File: src/rtl/core/cob_pkg.sv
package cob_pkg;

  // Field and register widths.
  localparam int REG_W  = 48;   // one configuration register
  localparam int COMP_W = 16;   // one Q8.8 component
  localparam int DIFF_W = 17;   // input minus origin
  localparam int PROD_W = 32;   // product of two components
  localparam int ADJ_W  = 33;   // one adjugate entry
  localparam int MUL_W  = 50;   // adjugate entry times a difference
  localparam int DPR_W  = 49;   // component times adjugate entry
  localparam int DSUM_W = 51;   // signed determinant
  localparam int DET_W  = 48;   // determinant magnitude
  localparam int LIM_W  = 64;   // overflow limit of the quotient
  localparam int NUM_W  = 52;   // signed numerator or direct result
  localparam int QUO_W  = 32;   // quotient bits, one per divider step
  localparam int OUT_W  = 32;   // Q16.16 result component
  localparam int FRAC_SH = 16;  // numerator is scaled by 2^16 before the divide

  localparam logic [REG_W-1:0] BASIS_I_RESET = 48'd256;
  localparam logic [REG_W-1:0] BASIS_J_RESET = 48'd16777216;
  localparam logic [REG_W-1:0] BASIS_K_RESET = 48'd1099511627776;
  localparam logic [REG_W-1:0] ORIGIN_RESET  = 48'd0;

  localparam logic [1:0] REG_BASIS_I = 2'd0;
  localparam logic [1:0] REG_BASIS_J = 2'd1;
  localparam logic [1:0] REG_BASIS_K = 2'd2;
  localparam logic [1:0] REG_ORIGIN  = 2'd3;

  // Cycles the derived basis data needs after a register changes.
  localparam logic [2:0] SETTLE_CYCLES = 3'd6;

  localparam logic [OUT_W-1:0] OUT_MAX = 32'h7FFF_FFFF;
  localparam logic [OUT_W-1:0] OUT_MIN = 32'h8000_0000;

  typedef enum logic [1:0] {
    OP_POINT_FROM  = 2'd0,
    OP_POINT_TO    = 2'd1,
    OP_VECTOR_FROM = 2'd2,
    OP_VECTOR_TO   = 2'd3
  } cob_op_t;

  typedef enum logic [1:0] {
    ST_OK        = 2'd0,
    ST_NOT_BASIS = 2'd1,
    ST_SATURATED = 2'd2
  } cob_status_t;

  typedef logic [ADJ_W-1:0] cob_adj_t;

  // Everything derived from the basis registers alone.
  typedef struct packed {
    cob_adj_t [2:0][2:0] adj;
    logic [DET_W-1:0]    det_mag;
    logic [LIM_W-1:0]    ov_limit;
    logic                det_neg;
    logic                det_zero;
  } cob_basis_t;

  // One result component on its way through the divider.
  typedef struct packed {
    logic [DET_W-1:0] rem;
    logic [QUO_W-1:0] low;
    logic             neg;
    logic             ov;
    logic [OUT_W-1:0] to_val;
    logic             to_sat;
  } cob_lane_t;

  typedef struct packed {
    logic                from_global;
    cob_lane_t [2:0]     lane;
  } cob_item_t;

  function automatic logic signed [COMP_W-1:0] comp(input logic [REG_W-1:0] r,
                                                   input logic [1:0] idx);
    logic signed [COMP_W-1:0] c;
    case (idx)
      2'd0:    c = r[15:0];
      2'd1:    c = r[31:16];
      2'd2:    c = r[47:32];
      default: c = r[15:0];
    endcase
    return c;
  endfunction

  function automatic logic is_sat(input logic signed [NUM_W-1:0] v);
    return !((&v[NUM_W-1:OUT_W-1]) || !(|v[NUM_W-1:OUT_W-1]));
  endfunction

  function automatic logic [OUT_W-1:0] sat_val(input logic signed [NUM_W-1:0] v);
    logic [OUT_W-1:0] r;
    if (is_sat(v)) begin
      r = v[NUM_W-1] ? OUT_MIN : OUT_MAX;
    end else begin
      r = v[OUT_W-1:0];
    end
    return r;
  endfunction

endpackage

File: src/rtl/core/cob_div_step.sv
module cob_div_step (
  input  logic                       clk,
  input  logic                       rst,
  input  logic                       adv,
  input  logic [cob_pkg::DET_W-1:0]  det_mag,
  input  logic                       in_valid,
  input  cob_pkg::cob_item_t         in_item,
  output logic                       out_valid,
  output cob_pkg::cob_item_t         out_item
);
  import cob_pkg::*;

  logic [DET_W:0]   t    [3];
  logic [DET_W:0]   diff [3];
  logic             ge   [3];
  cob_item_t        nxt;

  // One restoring step per lane: bring in the next dividend bit, then
  // subtract the divisor if it fits.
  always_comb begin
    nxt = in_item;
    for (int n = 0; n < 3; n++) begin
      t[n]    = {in_item.lane[n].rem, in_item.lane[n].low[QUO_W-1]};
      diff[n] = t[n] - {1'b0, det_mag};
      ge[n]   = t[n] >= {1'b0, det_mag};
      nxt.lane[n].rem = ge[n] ? diff[n][DET_W-1:0] : t[n][DET_W-1:0];
      nxt.lane[n].low = {in_item.lane[n].low[QUO_W-2:0], ge[n]};
    end
  end

  always_ff @(posedge clk) begin
    if (rst) begin
      out_valid <= 1'b0;
    end else if (adv) begin
      out_valid <= in_valid;
    end
  end

  always_ff @(posedge clk) begin
    if (adv) begin
      out_item <= nxt;
    end
  end

endmodule

File: config.mk
export PLATFORM = sky130hd
export DESIGN_NAME = cob_div_step
export DESIGN_NICKNAME = d
export VERILOG_FILES = /design/src/rtl/core/cob_pkg.sv /design/src/rtl/core/cob_div_step.sv
export SDC_FILE = /design/constraint.sdc
export NUM_CORES = 1
export LEC_CHECK = 0
export BUFFER_PORTS_ARGS = -buffer_cell sky130_fd_sc_hd__buf_4
export CAP_MARGIN = 40
export CORE_AREA = 2 2 287 289
export CTS_BUF_LIST = sky130_fd_sc_hd__clkbuf_2 sky130_fd_sc_hd__clkbuf_4 sky130_fd_sc_hd__clkbuf_8
export CTS_CLUSTER_SIZE = 40
export DETAILED_ROUTE_END_ITERATION = 10
export DIE_AREA = 0 0 289 291
export PLACE_DENSITY = 0.49
export SLEW_MARGIN = 5
export SYNTH_ARGS = -nofsm -noshare
export SYNTH_HDL_FRONTEND = slang
export SYNTH_SLANG_ARGS = --single-unit
export TNS_END_PERCENT = 1
File: constraint.sdc
create_clock -name clk -period 6.7 [get_ports clk]
set_input_delay 0.335 -clock clk [delete_from_list [all_inputs] [get_ports clk]]
set_output_delay 0.335 -clock clk [all_outputs]
set_load 0.01 [all_outputs]
==> run summary <==
Syn Std Cell Area - 21,600 um^2
Initial Util - 0.266
Die Y-Extent - 291 um
Syn Nets - 2,491
Hold Path End - out_item[325]
Post-synth top flop - edfxtp_1
IO buf count - 744
Overflow after GRT - 0
Yosys Warn Count - 0
Detailed Route Iter0 Violations - 1,269
Slew Limit Fails - 0
Capture point of the worst reg-to-reg path - out_valid
Register area share after synthesis - 0.482
Number of remaining DRC errors - 0
IO Count - 745
Final setup margin - 2710 ps
Final Skew - 0 ps
Num Clock Sinks - 347
F_max - 0.250 GHz
DR vias - 20,326
Tightest Pin Transition - 883 ps
Maximum fanout along the worst path - 45
R2R Setup Slk - 5550 ps
Root buf cell - clkbuf_8
Final setup fails - 0
Die area - 84,100 um^2
Placed cells - 3,685
EDFF count, synth - 346
Hold Crit Start - in_item[324]
Ys async rst share - 0
Via-to-Cell Ratio - 4.92
Synth Instances - 1,946
RSZ-0062 raised after global routing - false
Mean Syn Cell Area - 11.1 um^2
Cell Pwr Density - 223 nW/um^2
Worst EP arrival - 4390 ps
Minimum clock period after layout - 3990 ps
Placer Congestion - 0.902
Max_cap viols - 0
Fin Setup TNS - 0 ps
Wire per inst - 26.0 um
Yosys reg bits - 347
Die X - 289 um
Clk buf depth - 3
Total CTS buffers - 71
Post-Route WL - 107,000 um
Post-Place Setup Slack - 2390 ps
Worst min-delay path class - input port to register
First drt pass iteration count - 6
DP Wirelength - 87,600 um
Rel. slew slack - 0.412
Clock transition at path regs - 60 ps
Htree depth - 3
CTS tree - yes
P&R area growth vs syn - 51.3%
Initial antenna violation count - 22
Kind of critical path - input port to register
WHS Path Cells - 2
Post-route insts no fill - 4,135
Nets - 3,542
Largest net degree at the start of global routing - 110
Worst-Skew Late Latency - 650 ps
Final period util - 0.596
First-pass GRT wire length - 149,000 um
Worst Setup End Kind - register
Std-Cell Rows - 105
Synth cell types - 108
LEAKAGE - 14.1 nW
Core outline area - 81,200 um^2
Status - finished, final reports clean
Final Hold Fails - 0
Vias in the first global route - 21,232
Crit Reg-Reg Startpoint - out_valid
Startpoint Class - input port
Maximum VDD drop - 104 uV
CP Data Required Time - 7100 ps
Share of layout cells above drive strength 1 - 0.327
Gr usage total - 0.245
Worst-case reg-to-reg path depth - 3
Antenna-violating nets left - 0
-- how the worst max path moves through the flow --
stage,from,endpoint,slack [ps],cells past startpoint
after floorplan,det_mag[6],out_item[216],3690,13
after detailed placement,det_mag[2],out_item[188],2390,13
after global placement,det_mag[2],out_item[188],2420,13
after CTS,in_item[187],out_item[198],2740,13
final,in_item[187],out_item[188],2710,13
after global routing,in_item[187],out_item[201],2570,13
-- cells in the mapped netlist, drive strengths merged, types with 6 or more instances --
library cell,instances,area share
xnor2,67,0.027
a21boi,7,0.0024
edfxtp,346,0.48
nor3,33,0.0079
a31oi,27,0.0081
nor2b,21,0.0061
a211oi,16,0.0058
a21o,93,0.032
nand2,157,0.027
clkbuf,43,0.0076
nand3,45,0.010
nand2b,27,0.0078
buf,41,0.014
a211o,6,0.0024
a21oi,155,0.038
or3,6,0.0017
mux2,73,0.044
nor4,6,0.0020
o21bai,27,0.0094
ha,144,0.083
nand4,41,0.012
xor2,46,0.019
and3,30,0.0094
o21ai,133,0.031
o21a,9,0.0032
nor2,94,0.017
inv,89,0.016
and2,16,0.0046
o211ai,12,0.0044
o31ai,22,0.010
mux2i,8,0.0037
nand3b,8,0.0028
-- power by group --
group | switching, mW | total (mW) | leakage (nW) | internal, mW
sequential | 0.114 | 2.82 | 3.39 | 2.71
combinational | 1.22 | 2.29 | 10.0 | 1.07
clock | 1.03 | 2.18 | 0.706 | 1.16
-- worst max-delay path, cell delays in order --
cell and delay (ps):
dlygate4sd3_1 540, buf_4 150, ha_1 330, a21oi_1 260, nand2_1 80, o21ai_1 340
o211a_1 380, o211ai_2 160, and3_4 200, o311a_4 370, nor2_4 190, buf_4 570
mux2_2 420
-- state kept, by name (all words and copies together), names as in the netlist --
name       count
out_item     346
out_valid      1
-- layout make-up --
cell class	count	area, um^2
Inverter	89	342
Clock inverter	32	198
Tap cell	1070	1340
Clock buffer	92	1140
Multi-Input combinational cell	1426	10400
Sequential cell	347	10400
Fill cell	8017	48500
Timing Repair Buffer	1062	8810
Antenna cell	17	42.5
-- per-stage QoR --
| stage | power, mW | hold WS [ps] | cell area [um^2] | utilization |
|---|---|---|---|---|
| after global routing | 7.65 | 21.9 | 32700 | 0.402 |
| after detailed placement | 4.99 | 514 | 28200 | 0.347 |
| after CTS | 7.40 | 0.230 | 32600 | 0.402 |
| after floorplan | 3.91 | 407 | 21600 | - |
| final | 7.29 | 52.3 | 32700 | 0.402 |
| after global placement | 5.00 | 489 | 28100 | 0.346 |
-- timing repair --
action,CTS,global route
resized for setup,0,0
endpoints found under the hold margin,308,0
setup endpoints to repair,0,0
setup buffers,0,0
hold buffers,309,0
-- placed cells by master (no fill, tap or decap), drive strengths merged, types with 45 or more instances in the layout --
cell type and instances:
a21o 93, a21oi 155, buf 753, clkbuf 92
dlygate4sd3 309, edfxtp 346, ha 144, inv 91
mux2 73, nand2 157, nand3 45, nor2 94
o21ai 133, xnor2 67, xor2 46
-- cells by family after synthesis --
| kind of cell | count (synthesis) | synth area share |
|---|---|---|
| DFF | 347 | 0.482 |
| xor gates and xnor gates | 113 | 0.0459 |
| muxes | 81 | 0.0481 |
| AOI/OAI and AO/OA | 574 | 0.180 |
| buffers and inverters | 173 | 0.0377 |
| adders and majority gates | 147 | 0.0863 |
| and+or+nand+nor | 511 | 0.120 |
-- per-layer routing --
metal / track usage / wire [um] / up-vias
li1: - / - / 9495
met1: 0.273 / 40800 / 9962
met2: 0.458 / 56300 / 708
met3: 0.0383 / 5590 / 155
met4: 0.103 / 4630 / 6
met5: 0 / 41 / -
(Power assumes the default switching activity.)
